File: src/rtl/plr_pkg.sv
// ---------------------------------------------------------------------------
// plr_pkg
// Types, constants and helpers shared by the PCX RLE line encoder.
// ---------------------------------------------------------------------------
package plr_pkg;

  localparam int unsigned WidthW   = 15;
  localparam int unsigned PixW     = 8;
  localparam int unsigned CntW     = 6;
  localparam int unsigned QDepth   = 4;
  localparam int unsigned QPtrW    = $clog2(QDepth);
  localparam int unsigned QCntW    = $clog2(QDepth + 1);
  localparam int unsigned SlotN    = 5;

  localparam logic [WidthW-1:0] WidthReset = 15'd320;
  localparam logic [PixW-1:0]   RunFlag    = 8'hC0;
  localparam logic [CntW-1:0]   RunMax     = 6'd63;

  // byte slots of one command, lowest goes out first
  localparam logic [SlotN-1:0] SlotACode = 5'b00001;
  localparam logic [SlotN-1:0] SlotAVal  = 5'b00010;
  localparam logic [SlotN-1:0] SlotBCode = 5'b00100;
  localparam logic [SlotN-1:0] SlotBVal  = 5'b01000;
  localparam logic [SlotN-1:0] SlotPad   = 5'b10000;

  // a: run flushed by a new value or a full run, b: run flushed at end of line
  typedef struct packed {
    logic            a_vld;
    logic [PixW-1:0] a_val;
    logic [CntW-1:0] a_cnt;
    logic            eol;
    logic [PixW-1:0] b_val;
    logic [CntW-1:0] b_cnt;
    logic            pad;
  } cmd_t;

  function automatic logic is_literal(logic [PixW-1:0] val, logic [CntW-1:0] cnt);
    return (cnt == CntW'(1)) && (val < RunFlag);
  endfunction

  function automatic logic [SlotN-1:0] cmd_slots(cmd_t c);
    logic [SlotN-1:0] m;
    m = '0;
    if (c.a_vld) begin
      m = m | SlotAVal;
      if (!is_literal(c.a_val, c.a_cnt)) begin
        m = m | SlotACode;
      end
    end
    if (c.eol) begin
      m = m | SlotBVal;
      if (!is_literal(c.b_val, c.b_cnt)) begin
        m = m | SlotBCode;
      end
      if (c.pad) begin
        m = m | SlotPad;
      end
    end
    return m;
  endfunction

endpackage

File: src/rtl/pcx_rle_line_encoder_top.sv
// ---------------------------------------------------------------------------
// pcx_rle_line_encoder_top
// PCX run-length encoder for 8-bit pixels, one image line at a time.
// ---------------------------------------------------------------------------
// Pixels are taken one per cycle while the four-entry command queue has room;
// each pixel yields zero to five code bytes, and the output side sends one
// byte per cycle unless stalled, so a sustained rate of one pixel per cycle
// holds as long as the average output stays at or below one byte per pixel.
// Long stretches of literals or single high pixels fill the queue and
// s_axis_tready drops until the byte sequencer catches up. Bytes pass the
// queue, command and output registers. line_width (cfg_wdata_i) applies
// from the next pixel on; zero acts as one. m_axis_tlast marks the final
// byte of an image line, m_axis_tuser the final byte caused by one pixel.
module pcx_rle_line_encoder_top (
  input  logic                         clk_i,
  input  logic                         rst_ni,
  input  logic                         cfg_we_i,
  input  logic [plr_pkg::WidthW-1:0]   cfg_wdata_i,   // line_width
  input  logic                         s_axis_tvalid,
  output logic                         s_axis_tready,
  input  logic [7:0]                   s_axis_tdata,  // [7:0] pixel
  output logic                         m_axis_tvalid,
  input  logic                         m_axis_tready,
  output logic [7:0]                   m_axis_tdata,  // [7:0] code_byte
  output logic                         m_axis_tlast,  // line_end
  output logic [0:0]                   m_axis_tuser   // [0] last_of_batch
);
  import plr_pkg::*;

  logic push, full, pop, nempty;
  cmd_t push_cmd, pop_cmd;

  plr_front u_front (
    .clk_i       (clk_i),
    .rst_ni      (rst_ni),
    .cfg_we_i    (cfg_we_i),
    .cfg_wdata_i (cfg_wdata_i),
    .pix_valid_i (s_axis_tvalid),
    .pix_ready_o (s_axis_tready),
    .pix_i       (s_axis_tdata),
    .cmd_push_o  (push),
    .cmd_o       (push_cmd),
    .cmd_full_i  (full)
  );

  plr_fifo u_fifo (
    .clk_i    (clk_i),
    .rst_ni   (rst_ni),
    .push_i   (push),
    .wdata_i  (push_cmd),
    .full_o   (full),
    .pop_i    (pop),
    .nempty_o (nempty),
    .rdata_o  (pop_cmd)
  );

  plr_back u_back (
    .clk_i          (clk_i),
    .rst_ni         (rst_ni),
    .cmd_nempty_i   (nempty),
    .cmd_i          (pop_cmd),
    .cmd_pop_o      (pop),
    .out_valid_o    (m_axis_tvalid),
    .out_ready_i    (m_axis_tready),
    .out_byte_o     (m_axis_tdata),
    .out_line_end_o (m_axis_tlast),
    .out_last_o     (m_axis_tuser[0])
  );

endmodule

File: src/rtl/plr_front.sv
// ---------------------------------------------------------------------------
// plr_front
// Run tracking, line column count; a flush command per run or line end.
// ---------------------------------------------------------------------------
module plr_front (
  input  logic                          clk_i,
  input  logic                          rst_ni,
  input  logic                          cfg_we_i,
  input  logic [plr_pkg::WidthW-1:0]    cfg_wdata_i,
  input  logic                          pix_valid_i,
  output logic                          pix_ready_o,
  input  logic [plr_pkg::PixW-1:0]      pix_i,
  output logic                          cmd_push_o,
  output plr_pkg::cmd_t                 cmd_o,
  input  logic                          cmd_full_i
);
  import plr_pkg::*;

  logic [WidthW-1:0] width_q, width_d;
  logic [PixW-1:0]   run_val_q, run_val_d;
  logic [CntW-1:0]   run_cnt_q, run_cnt_d;
  logic [WidthW-1:0] col_q, col_d;

  logic              take;
  logic              match;
  logic [WidthW:0]   col_inc;
  logic [WidthW:0]   eff_width;
  logic              eol;
  logic [PixW-1:0]   new_val;
  logic [CntW-1:0]   new_cnt;

  assign pix_ready_o = !cmd_full_i;
  assign take        = pix_valid_i && pix_ready_o;

  assign match     = (run_cnt_q != '0) && (pix_i == run_val_q) && (run_cnt_q < RunMax);
  assign new_val   = match ? run_val_q : pix_i;
  assign new_cnt   = match ? run_cnt_q + CntW'(1) : CntW'(1);
  assign col_inc   = {1'b0, col_q} + (WidthW+1)'(1);
  // zero width behaves as one
  assign eff_width = (width_q == '0) ? (WidthW+1)'(1) : {1'b0, width_q};
  assign eol       = col_inc >= eff_width;

  always_comb begin
    cmd_o.a_vld = !match && (run_cnt_q != '0);
    cmd_o.a_val = run_val_q;
    cmd_o.a_cnt = run_cnt_q;
    cmd_o.eol   = eol;
    cmd_o.b_val = new_val;
    cmd_o.b_cnt = new_cnt;
    cmd_o.pad   = eff_width[0];
  end

  assign cmd_push_o = take && (cmd_o.a_vld || eol);

  always_comb begin
    width_d   = cfg_we_i ? cfg_wdata_i : width_q;
    run_val_d = run_val_q;
    run_cnt_d = run_cnt_q;
    col_d     = col_q;
    if (take) begin
      run_val_d = new_val;
      run_cnt_d = eol ? '0 : new_cnt;
      col_d     = eol ? '0 : col_inc[WidthW-1:0];
    end
  end

  always_ff @(posedge clk_i or negedge rst_ni) begin
    if (!rst_ni) begin
      width_q   <= WidthReset;
      run_val_q <= '0;
      run_cnt_q <= '0;
      col_q     <= '0;
    end else begin
      width_q   <= width_d;
      run_val_q <= run_val_d;
      run_cnt_q <= run_cnt_d;
      col_q     <= col_d;
    end
  end

endmodule

File: src/rtl/plr_fifo.sv
// ---------------------------------------------------------------------------
// plr_fifo
// Small command queue between the run tracker and the byte sequencer.
// ---------------------------------------------------------------------------
module plr_fifo (
  input  logic          clk_i,
  input  logic          rst_ni,
  input  logic          push_i,
  input  plr_pkg::cmd_t wdata_i,
  output logic          full_o,
  input  logic          pop_i,
  output logic          nempty_o,
  output plr_pkg::cmd_t rdata_o
);
  import plr_pkg::*;

  cmd_t             mem_q [QDepth];
  logic [QPtrW-1:0] wr_ptr_q, wr_ptr_d;
  logic [QPtrW-1:0] rd_ptr_q, rd_ptr_d;
  logic [QCntW-1:0] cnt_q, cnt_d;
  logic             do_push, do_pop;

  assign full_o   = cnt_q == QCntW'(QDepth);
  assign nempty_o = cnt_q != '0;
  assign rdata_o  = mem_q[rd_ptr_q];
  assign do_push  = push_i && !full_o;
  assign do_pop   = pop_i && nempty_o;

  always_comb begin
    wr_ptr_d = do_push ? wr_ptr_q + QPtrW'(1) : wr_ptr_q;
    rd_ptr_d = do_pop ? rd_ptr_q + QPtrW'(1) : rd_ptr_q;
    cnt_d    = cnt_q;
    if (do_push && !do_pop) begin
      cnt_d = cnt_q + QCntW'(1);
    end else if (!do_push && do_pop) begin
      cnt_d = cnt_q - QCntW'(1);
    end
  end

  always_ff @(posedge clk_i) begin
    if (do_push) begin
      mem_q[wr_ptr_q] <= wdata_i;
    end
  end

  always_ff @(posedge clk_i or negedge rst_ni) begin
    if (!rst_ni) begin
      wr_ptr_q <= '0;
      rd_ptr_q <= '0;
      cnt_q    <= '0;
    end else begin
      wr_ptr_q <= wr_ptr_d;
      rd_ptr_q <= rd_ptr_d;
      cnt_q    <= cnt_d;
    end
  end

endmodule

File: src/rtl/plr_back.sv
// ---------------------------------------------------------------------------
// plr_back
// Byte sequencer: expands commands to bytes, one per cycle unless stalled.
// ---------------------------------------------------------------------------
module plr_back (
  input  logic                      clk_i,
  input  logic                      rst_ni,
  input  logic                      cmd_nempty_i,
  input  plr_pkg::cmd_t             cmd_i,
  output logic                      cmd_pop_o,
  output logic                      out_valid_o,
  input  logic                      out_ready_i,
  output logic [plr_pkg::PixW-1:0]  out_byte_o,
  output logic                      out_line_end_o,
  output logic                      out_last_o
);
  import plr_pkg::*;

  cmd_t             cur_q, cur_d;
  logic [SlotN-1:0] slots_q, slots_d;
  logic             ov_q, ov_d;
  logic [PixW-1:0]  byte_q, byte_d;
  logic             lend_q, lend_d;
  logic             last_q, last_d;

  logic             emit;
  logic [SlotN-1:0] low, rest;
  logic             load;
  logic [PixW-1:0]  sel_byte;
  logic             sel_lend;

  assign emit = (slots_q != '0) && (!ov_q || out_ready_i);
  assign low  = slots_q & (~slots_q + SlotN'(1));
  assign rest = slots_q & ~low;
  // fetch a command when idle or as the last byte of this one goes out
  assign load = cmd_nempty_i && ((slots_q == '0) || (emit && (rest == '0)));
  assign cmd_pop_o = load;

  always_comb begin
    sel_byte = '0;
    sel_lend = 1'b0;
    case (low)
      SlotACode: sel_byte = RunFlag | {2'b00, cur_q.a_cnt};
      SlotAVal:  sel_byte = cur_q.a_val;
      SlotBCode: sel_byte = RunFlag | {2'b00, cur_q.b_cnt};
      SlotBVal: begin
        sel_byte = cur_q.b_val;
        sel_lend = !cur_q.pad;
      end
      SlotPad: begin
        sel_byte = '0;
        sel_lend = 1'b1;
      end
      default: begin
        sel_byte = '0;
        sel_lend = 1'b0;
      end
    endcase
  end

  always_comb begin
    cur_d   = load ? cmd_i : cur_q;
    slots_d = load ? cmd_slots(cmd_i) : (emit ? rest : slots_q);
    ov_d    = ov_q;
    byte_d  = byte_q;
    lend_d  = lend_q;
    last_d  = last_q;
    if (emit) begin
      ov_d   = 1'b1;
      byte_d = sel_byte;
      lend_d = sel_lend;
      last_d = rest == '0;
    end else if (out_ready_i) begin
      ov_d = 1'b0;
    end
  end

  always_ff @(posedge clk_i) begin
    cur_q  <= cur_d;
    byte_q <= byte_d;
    lend_q <= lend_d;
    last_q <= last_d;
  end

  always_ff @(posedge clk_i or negedge rst_ni) begin
    if (!rst_ni) begin
      slots_q <= '0;
      ov_q    <= 1'b0;
    end else begin
      slots_q <= slots_d;
      ov_q    <= ov_d;
    end
  end

  assign out_valid_o    = ov_q;
  assign out_byte_o     = byte_q;
  assign out_line_end_o = lend_q;
  assign out_last_o     = last_q;

endmodule

File: config.mk
export PLATFORM = sky130hd
export DESIGN_NAME = pcx_rle_line_encoder_top
export DESIGN_NICKNAME = d
export VERILOG_FILES = /design/src/rtl/plr_pkg.sv /design/src/rtl/pcx_rle_line_encoder_top.sv /design/src/rtl/plr_front.sv /design/src/rtl/plr_fifo.sv /design/src/rtl/plr_back.sv
export SDC_FILE = /design/constraint.sdc
export NUM_CORES = 1
export LEC_CHECK = 0
export BUFFER_PORTS_ARGS = -buffer_cell sky130_fd_sc_hd__buf_2
export CAP_MARGIN = 10
export CORE_ASPECT_RATIO = 1.4
export CORE_MARGIN = 8
export CORE_UTILIZATION = 60
export DETAILED_ROUTE_END_ITERATION = 6
export GPL_TIMING_DRIVEN = 0
export PLACE_DENSITY = 0.78
export REMOVE_ABC_BUFFERS = 1
export SETUP_SLACK_MARGIN = 0.2
export SYNTH_ARGS = -nofsm -noshare
export SYNTH_HDL_FRONTEND = slang
export SYNTH_SLANG_ARGS = --single-unit
export TNS_END_PERCENT = 5
File: constraint.sdc
create_clock -name clk_i -period 6.3 [get_ports clk_i]
set_clock_uncertainty 0.15 [all_clocks]
set_input_delay 1.26 -clock clk_i [delete_from_list [all_inputs] [get_ports clk_i]]
set_output_delay 1.26 -clock clk_i [all_outputs]
set_load 0.02 [all_outputs]
==> out/metrics.yaml, run 1 <==
status: "finished, final reports clean"
fin_setup_tns_ps: 0
cp-end-kind: "register"
ys_seq_area_share_pct: 68.0
max_cap_viol_count: 0
min_period_ps: 4630
critPathRequiredTime_ps: 6510
antenna_found_initial: 0
hp-class: "reg2reg"
clockBufferDepth: 3
synthCells: 619
synth_most_common_cell: "edfxtp_1"
finalWorstSetupSlack_ps: 1670
syn_area_per_cell_sq_um: 15.0
placed_area_sq_um: 9670
post-route-period-util_pct: 73.6
fillers: 1020
die_area_sq_um: 19800
setup.worst_path.class: "reg2reg"
ys_ff_latch: 220
overflow: 0
synth_commonest_cells: "edfxtp_1, nand2_1, dfrtp_1, o21ai_0, mux4_2"
rsz0062_at_grt: "false"
yosysWarningCount: 0
crit_family: "simple AND/OR/NAND/NOR gates"
max_slew.worst_pin.slew_ps: 1150
grt_pass1_vias: 5543
cts_resized: 0
cp.arrival_ps: 4850
port-buffer-count: 39
hpwl_um: 11300
yosysTopAreaCell: "edfxtp_1"
drtIter0Drc: 522
fin_area_sq_um: 10400
drive_gt1_share_pct: 18.8
max_freq_ghz: 0.216
reg2reg_from: "u_front.col_q[0]"
first_pass_iters: 5
wl_per_cell_um: 20.2
r2r_slack_ps: 1670
reg2reg_to: "u_fifo.cnt_q[1]"
tritoncts: "yes"
setup_viol: 0
crit_buf_inv: 2
ioPinCount: 40
synth_cell_type_count: 54
critPathSlowestCell: "or3_1"
dp_cells: 824
synth.area.top_cells: "edfxtp_1, dfrtp_1, mux4_2, nand2_1, ha_1"
syn_to_final_growth_pct: 11.4
syn_area_sq_um: 9300
synth_edf_count: 163
critPathMaxFanout: 22
wl_um: 17400
fp.coreArea_sq_um: 15400
cts-htree-levels: 1
synth_top_area_share_pct: 52.6
ys.flop_type: "edfxtp_1"
core.rowCount: 54
r2r_cells: 16
async_reset_ff_share_pct: 25.9
p_leak_uw: 0.00391
track_usage_pct: 17.9
max_stage_delay_ps: 520
viasPerCell: 5.96
die_w_um: 121
dieHeight_um: 163
grt_max_degree: 37
postCtsHoldBufs: 0
clockRootBuffer: "clkbuf_16"
critPathLaunchType: "register"
num_vias: 5127
nets: 702
fin_cells: 860
finalHoldViolCount: 0
slew_viol_final: 0
gp_congestion: 0.783
numClockSinks: 220
crit_end: "u_fifo.cnt_q[1]"
cts_buffers: 20
drc: 0
post-place-ws_ps: 1650
slew_headroom_pct: 23.5
clock_latency_ps: 490
start_util_pct: 60.4
diodes: 0
startpoint: "u_front.col_q[0]"
p_per_area_nw_per_um2: 461
drtAntennaViolNets: 0
path_common_cell: "ha_1"
ir_drop_uv: 282
post_cts.repair.setup_buffers: 0
grt_pass1_wl_um: 27800
crit_chain: "ha_1 > nand3_1 > or3_1 > nor2_1 > xor2_1 > ha_1 > and3_1 > a221o_1 > nand2_1 > o2111a_4 > inv_8 > o21a_4 > ha_1 > inv_1 > fa_1 > mux2_2"
clk_transition_reported_paths_ps: 70
crit_cells: 16
-- logic make-up (layout without fill, tap and decap cells) --
logic type / count (synthesis) / after routing / share of synthesized area (%)
compound gates: 84 / 84 / 6.70
xor+xnor: 30 / 30 / 2.82
flops: 220 / 220 / 68.0
buf+inv: 59 / 104 / 2.66
simple gates: 166 / 166 / 8.38
mux: 35 / 35 / 8.03
fa+ha+maj: 25 / 25 / 3.42
-- worst min path at each step --
stage                                   from                 end  slack [ps]  depth (start not counted)
after floorplan            u_front.col_q[14]   u_front.col_q[14]         300                          2
after detailed placement   u_front.col_q[14]   u_front.col_q[14]         340                          2
after CTS                  u_front.col_q[14]   u_front.col_q[14]         350                          2
after global placement     u_front.col_q[14]   u_front.col_q[14]         310                          2
final                      u_front.col_q[14]   u_front.col_q[14]         350                          2
after global routing      u_front.width_q[0]  u_front.width_q[0]         370                          1
-- state kept, by name (all words and copies together), names as in the netlist, 2 cells and up --
register,cells
u_back.cur_q,29
u_back.out_byte_o,8
u_back.slots_q,5
u_fifo.cnt_q,3
u_fifo.mem_q,124
u_fifo.rd_ptr_q,2
u_fifo.wr_ptr_q,2
u_front.col_q,15
u_front.run_cnt_q,6
u_front.run_val_q,8
u_front.width_q,15
-- metal layers --
layer | vias up | GRT usage (%) | wire [um]
met1 | 2609 | 19.3 | 6600
li1 | 2353 | - | -
met5 | - | 0 | 0
met3 | 37 | 1.94 | 668
met4 | 0 | 6.58 | 436
met2 | 128 | 34.9 | 9700
-- cell usage in the layout (no fill, tap or decap), types with 3 or more instances in the layout --
cell       synthesis  final
nand2_1           79     79
nand4_1            5      5
a211oi_1           3      3
a21oi_1            7      7
xnor2_1           13     13
nor3_1             4      4
nor2_1            25     25
buf_2              3     39
xor2_1            17     17
a22oi_1            5      5
o21ai_0           33     33
clkbuf_16          0     23
and2_1             7      3
a221o_1            7      7
clkbuf_1          24      5
a21o_1             7      7
o31ai_1            3      3
mux2_2             3      3
edfxtp_1         163    163
dfrtp_1           55     53
inv_1             24     24
ha_1              23     23
nand2b_1           4      4
and3_1             4      4
nor2b_1            5      5
nand3_1           11     11
mux4_2            31     31
or3_1              5      5
a22o_1             5      5
nor4_1             9      9
and2_2             0      4
-- metrics by stage --
| stage | hold WS (ps) | total power (uW) | utilization, % |
|---|---|---|---|
| 2_1_floorplan | 300 | 3130 | - |
| 3_3_place_gp | 313 | 3450 | 62.3 |
| 3_5_place_dp | 336 | 3560 | 62.7 |
| 4_1_cts | 351 | 4810 | 67.2 |
| 5_1_grt | 372 | 4980 | 67.2 |
| 6_report | 350 | 4770 | 67.2 |
-- area by class of cell --
cell class              count  area, sq um  share of cell area (%)
clock inverters             8         97.6                   0.942
repair buffers             43          258                    2.49
well taps                 196          245                    2.37
inverters                  25          101                   0.978
clock buffers              28          594                    5.74
multi-input cells         340         2740                    26.4
flip-flops and latches    220         6330                    61.1
-- worst min-delay path, cell delays in order (launching register included) --
cell and delay [ps]:
dfrtp_1 350, nand2_1 50, o21ai_0 70
-- power breakdown --
group	internal [uW]	switching [uW]	leakage [uW]	total, uW
registers	2050	268	0.00222	2310
logic	545	662	0.00136	1210
clock network	746	506	0.000331	1250
No activity file was read; power rests on OpenSTA's default activity.
==> run 2: changes to the inputs <==
Clock period 6.3 ns to 4.8 ns, I/O delays scaled along.
==> out/metrics.yaml, run 2 (synthesis gave the netlist of run 1 again) <==
clockBufferDepth: 3  # unchanged
track_usage_pct: 18.0  # +0.030 points
start_util_pct: 60.4  # unchanged
reg2reg_from: "u_front.col_q[0]"
clock_latency_ps: 490  # about the same
p_leak_uw: 0.00391  # about the same
wl_um: 17500  # +0.43%
reg2reg_to: "u_fifo.cnt_q[1]"
status: "finished, final reports clean"
r2r_slack_ps: 360  # -1300 ps
critPathRequiredTime_ps: 5010  # -1500 ps
multiInputGateArea_sq_um: 2750  # +0.46%
numClockSinks: 220  # unchanged
ff_latch_area_sq_um: 6330  # about the same
grt_pass1_wl_um: 27800  # +0.15%
fp.coreArea_sq_um: 15400  # unchanged
antenna_found_initial: 0  # unchanged
viasPerCell: 5.96  # about the same
num_vias: 5131  # +0.078%
fin_setup_tns_ps: 0  # unchanged
dieHeight_um: 163  # unchanged
core.rowCount: 54  # unchanged
port-buffer-count: 39  # unchanged
cts_buffers: 20  # unchanged
post-route-period-util_pct: 92.4  # +19 points
cts-htree-levels: 1  # unchanged
finalHoldViolCount: 0  # unchanged
diodes: 0  # unchanged
clockRootBuffer: "clkbuf_16"
top_register: "u_fifo.mem_q"
first_pass_iters: 5  # unchanged
drive_gt1_share_pct: 19.5  # +0.72 points
post-place-ws_ps: 225  # -1420 ps
slew_headroom_pct: 24.3  # +0.83 points
wl_per_cell_um: 20.3  # +0.31%
hpwl_um: 11300  # unchanged
max_freq_ghz: 0.225  # +4.5%
placed_area_sq_um: 9670  # unchanged
critPathMaxFanout: 22  # unchanged
drc: 0  # unchanged
largest_reg_flops: 124  # unchanged
syn_to_final_growth_pct: 11.6
final_core_util_pct: 67.4  # +0.14 points
cp.arrival_ps: 4650  # -200 ps
setup_viol: 0  # unchanged
cp-end-kind: "register"
slew_viol_final: 0  # unchanged
fillers: 1021  # +0.098%
top_regs: "u_fifo.mem_q x124, u_back.cur_q x29"
tritoncts: "yes"
clk_transition_reported_paths_ps: 60  # about the same
max_cap_viol_count: 0  # unchanged
die_w_um: 121  # unchanged
min_period_ps: 4440  # -198 ps
gp_congestion: 0.783  # unchanged
drtIter0Drc: 516  # -1.1%
fin_area_sq_um: 10400  # +0.21%
hp-class: "in2async"
grt_pass1_vias: 5553  # +0.18%
finalWorstSetupSlack_ps: 365  # -1300 ps
setup.worst_path.class: "reg2reg"
overflow: 0  # unchanged
critPathLaunchType: "register"
drtAntennaViolNets: 0  # unchanged
layout_common_cells: "edfxtp_1, nand2_1, dfrtp_1"
final_common_cell: "edfxtp_1"
r2r_cells: 16  # unchanged
ir_drop_uv: 371  # +31%
ioPinCount: 40  # unchanged
die_area_sq_um: 19800  # unchanged
p_per_area_nw_per_um2: 605  # +31%
nets: 703  # +0.14%
grt_max_degree: 37  # unchanged
rsz0062_at_grt: "false"
max_slew.worst_pin.slew_ps: 1130  # -12.4 ps
run 2: worst max-delay path: stages, from the launching register on:
cell and delay [ps]:
dfrtp_2 410, ha_2 230, nand3_2 150, or3_4 450
nor2_1 140, xor2_1 200, ha_1 270, and3_1 230
a221o_1 380, nand2_1 100, o2111a_4 280, inv_8 90
o21a_4 250, ha_1 210, inv_1 80, fa_1 420
mux2_2 280
run 2: timing repair:
action                                 CTS  global route
pin swaps                                0             2
gates resized for setup                  1             3
setup buffers                            0             1
endpoints found under the hold margin    0             0
setup endpoints to repair                1             2
hold buffers                             0             0
run 2: final cells by class:
type	count	share of cell area [%]
clock buffers	28	5.73
clock inverters	8	0.940
flip-flops and latches	220	61.0
repair buffers	44	2.56
inverters	25	0.976
well taps	196	2.36
multi-input cells	340	26.5
run 2: layer usage:
layer	vias up	GRT usage (%)	share of wire, %
li1	2355	-	-
met3	32	2.01	3.9
met2	122	34.9	57
met4	0	6.75	2.2
met5	-	0	0
met1	2622	19.3	37
run 2: worst max-delay path by stage:
stage / start / endpoint / slack [ps] / cells after the start
final: u_front.col_q[0] / u_fifo.cnt_q[1] / 360 / 16
after global routing: u_front.col_q[0] / u_fifo.cnt_q[1] / 190 / 16
after CTS: u_front.col_q[0] / u_fifo.cnt_q[1] / 250 / 16
after detailed placement: u_front.col_q[0] / u_fifo.cnt_q[1] / 230 / 16
after global placement: u_front.col_q[0] / u_fifo.mem_q[0][12] / 20 / 12
after floorplan: u_front.col_q[0] / u_fifo.cnt_q[1] / 680 / 16
run 2: where the power goes:
group	internal, uW	switching [uW]	leakage (uW)
combinational	723	873	0.00137
sequential	2690	353	0.00221
clock	979	666	0.000331
run 2: metrics by stage:
stage / instances / hold WS (ps) / total power, uW
floorplan: 585 / 300 / 4100
global placement: 820 / 313 / 4530
detailed placement: 824 / 336 / 4670
CTS: 860 / 340 / 6310
global route: 861 / 364 / 6560
finish: 861 / 329 / 6280
==> run 3: changes to the inputs <==
Settings changed: MAX_ROUTING_LAYER set to met4, RECOVER_POWER set to 100.
==> out/metrics.yaml, run 3 (synthesis gave the netlist of run 1 again) <==
ir_drop_uv: 365  # -1.7%
slew_headroom_pct: -36.2  # -61 points
ioPinCount: 40  # unchanged
ff_latch_area_sq_um: 6320  # about the same
reg2reg_from: "u_front.col_q[0]"
clk_transition_reported_paths_ps: 60  # about the same
fin_area_sq_um: 10300  # -0.66%
startpoint: "u_front.col_q[0]"
p_per_area_nw_per_um2: 606  # +0.16%
max_slew.worst_pin.slew_ps: 2040  # +911 ps
nets: 703  # unchanged
clock_latency_ps: 490  # about the same
placed_area_sq_um: 9670  # unchanged
finalHoldViolCount: 0  # unchanged
num_vias: 5187  # +1.1%
max_cap_viol_count: 3  # +3
whs_ps: 353  # +24.4 ps
postCtsHoldBufs: 0  # unchanged
gp_congestion: 0.793  # +1.4%
violations: "max-capacitance violations, max-slew violations"
status: "complete, but fails checks"
antenna_found_initial: 0  # unchanged
setup_viol: 0  # unchanged
max_freq_ghz: 0.220  # -2.6%
r2r_cells: 16  # unchanged
total_power_uw: 6250  # -0.50%
top_regs: "u_fifo.mem_q x124, u_back.cur_q x29"
cp-end-kind: "register"
fp.coreArea_sq_um: 15400  # unchanged
die_w_um: 121  # unchanged
min_period_ps: 4550  # +119 ps
first_pass_iters: 5  # unchanged
final_common_cell: "edfxtp_1"
r2r_slack_ps: 250  # -120 ps
drive_gt1_share_pct: 15.2  # -4.4 points
rsz0062_at_grt: "false"
viasPerCell: 6.02  # +1.1%
largest_reg_flops: 124  # unchanged
die_area_sq_um: 19800  # unchanged
diodes: 0  # unchanged
clockRootBuffer: "clkbuf_16"
cp.arrival_ps: 4770  # +120 ps
syn_to_final_growth_pct: 10.8
hpwl_um: 11300  # unchanged
hp-class: "reg2reg"
wl_um: 17500  # +0.15%
grt_max_degree: 37  # unchanged
cts_buffers: 20  # unchanged
wl_per_cell_um: 20.3  # +0.15%
fillers: 1043  # +2.2%
overflow: 0  # unchanged
port-buffer-count: 39  # unchanged
top_register: "u_fifo.mem_q"
crit_end: "u_fifo.cnt_q[1]"
grt_pass1_wl_um: 27800  # -0.12%
core.rowCount: 54  # unchanged
cts-htree-levels: 1  # unchanged
drtAntennaViolNets: 0  # unchanged
drtIter0Drc: 509  # -1.4%
setup.worst_path.class: "reg2reg"
slew_viol_final: 96  # +96
start_util_pct: 60.4  # unchanged
reg2reg_to: "u_fifo.cnt_q[1]"
grt_pass1_vias: 5564  # +0.20%
clockBufferDepth: 3  # unchanged
critPathLaunchType: "register"
drc: 0  # unchanged
critPathMaxFanout: 22  # unchanged
post-route-period-util_pct: 94.9  # +2.5 points
fin_setup_tns_ps: 0  # unchanged
critPathRequiredTime_ps: 5010  # about the same
p_leak_uw: 0.00384  # -2.0%
dieHeight_um: 163  # unchanged
layout_common_cells: "edfxtp_1, nand2_1, dfrtp_1"
tritoncts: "yes"
numClockSinks: 220  # unchanged
track_usage_pct: 18.5  # +0.51 points
multiInputGateArea_sq_um: 2740  # -0.27%
==> run 3: cell count changes in the layout (fill, tap and decap cells not counted), moves of 3 or more <==
cell      before  now
and2_0         0    3
buf_2         39   17
and2_1         3    0
clkbuf_1       5   30
==> run 3: worst max-delay path, cell delays in order (launching register included) <==
cell,delay [ps]
dfrtp_1,450
ha_1,280
nand3_2,160
or3_4,450
nor2_1,140
xor2_1,200
ha_1,270
and3_1,230
a221o_1,380
nand2_1,100
o2111a_4,290
inv_8,90
o21a_4,250
ha_1,210
inv_1,80
fa_1,420
mux2_2,280
==> run 3: worst min-delay path by stage <==
stage	endpoint	slack, ps	from	cells after the start
2_1_floorplan	u_front.col_q[14]	300	u_front.col_q[14]	2
3_3_place_gp	u_front.col_q[14]	310	u_front.col_q[14]	2
3_5_place_dp	u_front.col_q[14]	340	u_front.col_q[14]	2
4_1_cts	u_fifo.cnt_q[1]	340	rst_ni	1
5_1_grt	u_front.width_q[0]	370	u_front.width_q[0]	1
6_report	u_front.col_q[14]	350	u_front.col_q[14]	2
==> run 3: area by class of cell <==
class	count	share of cell area (%)
well taps	196	2.38
inverters	25	0.983
multi-input cells	340	26.6
repair buffers	44	2.00
flip-flops and latches	220	61.3
clock inverters	8	0.947
clock buffers	28	5.76
==> run 3: what timing repair did <==
item	in CTS	in global routing
pin swaps	0	2
buffers inserted	0	1
endpoints found under the setup margin	1	2
resized for setup	1	3
==> run 3: power by group <==
part / switching [uW] / total (uW) / internal [uW]
Combinational: 874 / 1560 / 691
Sequential: 353 / 3040 / 2690
Clock: 664 / 1640 / 979
==> run 3: per-stage QoR <==
stage          util, %  worst slack (ps)  cells
4_1_cts           67.3               248    860
6_report          66.9               245    861
5_1_grt           66.9              96.4    861
2_1_floorplan        -               684    585
3_5_place_dp      62.7               225    824
3_3_place_gp      62.3              24.2    820
==> run 3: metal layers <==
layer / track usage, % / wire [um] / vias up
met5: - / 0 / -
met4: 6.81 / 428 / 0
met3: 1.87 / 613 / 40
met2: 34.9 / 9770 / 132
met1: 19.3 / 6690 / 2656
li1: - / - / 2359
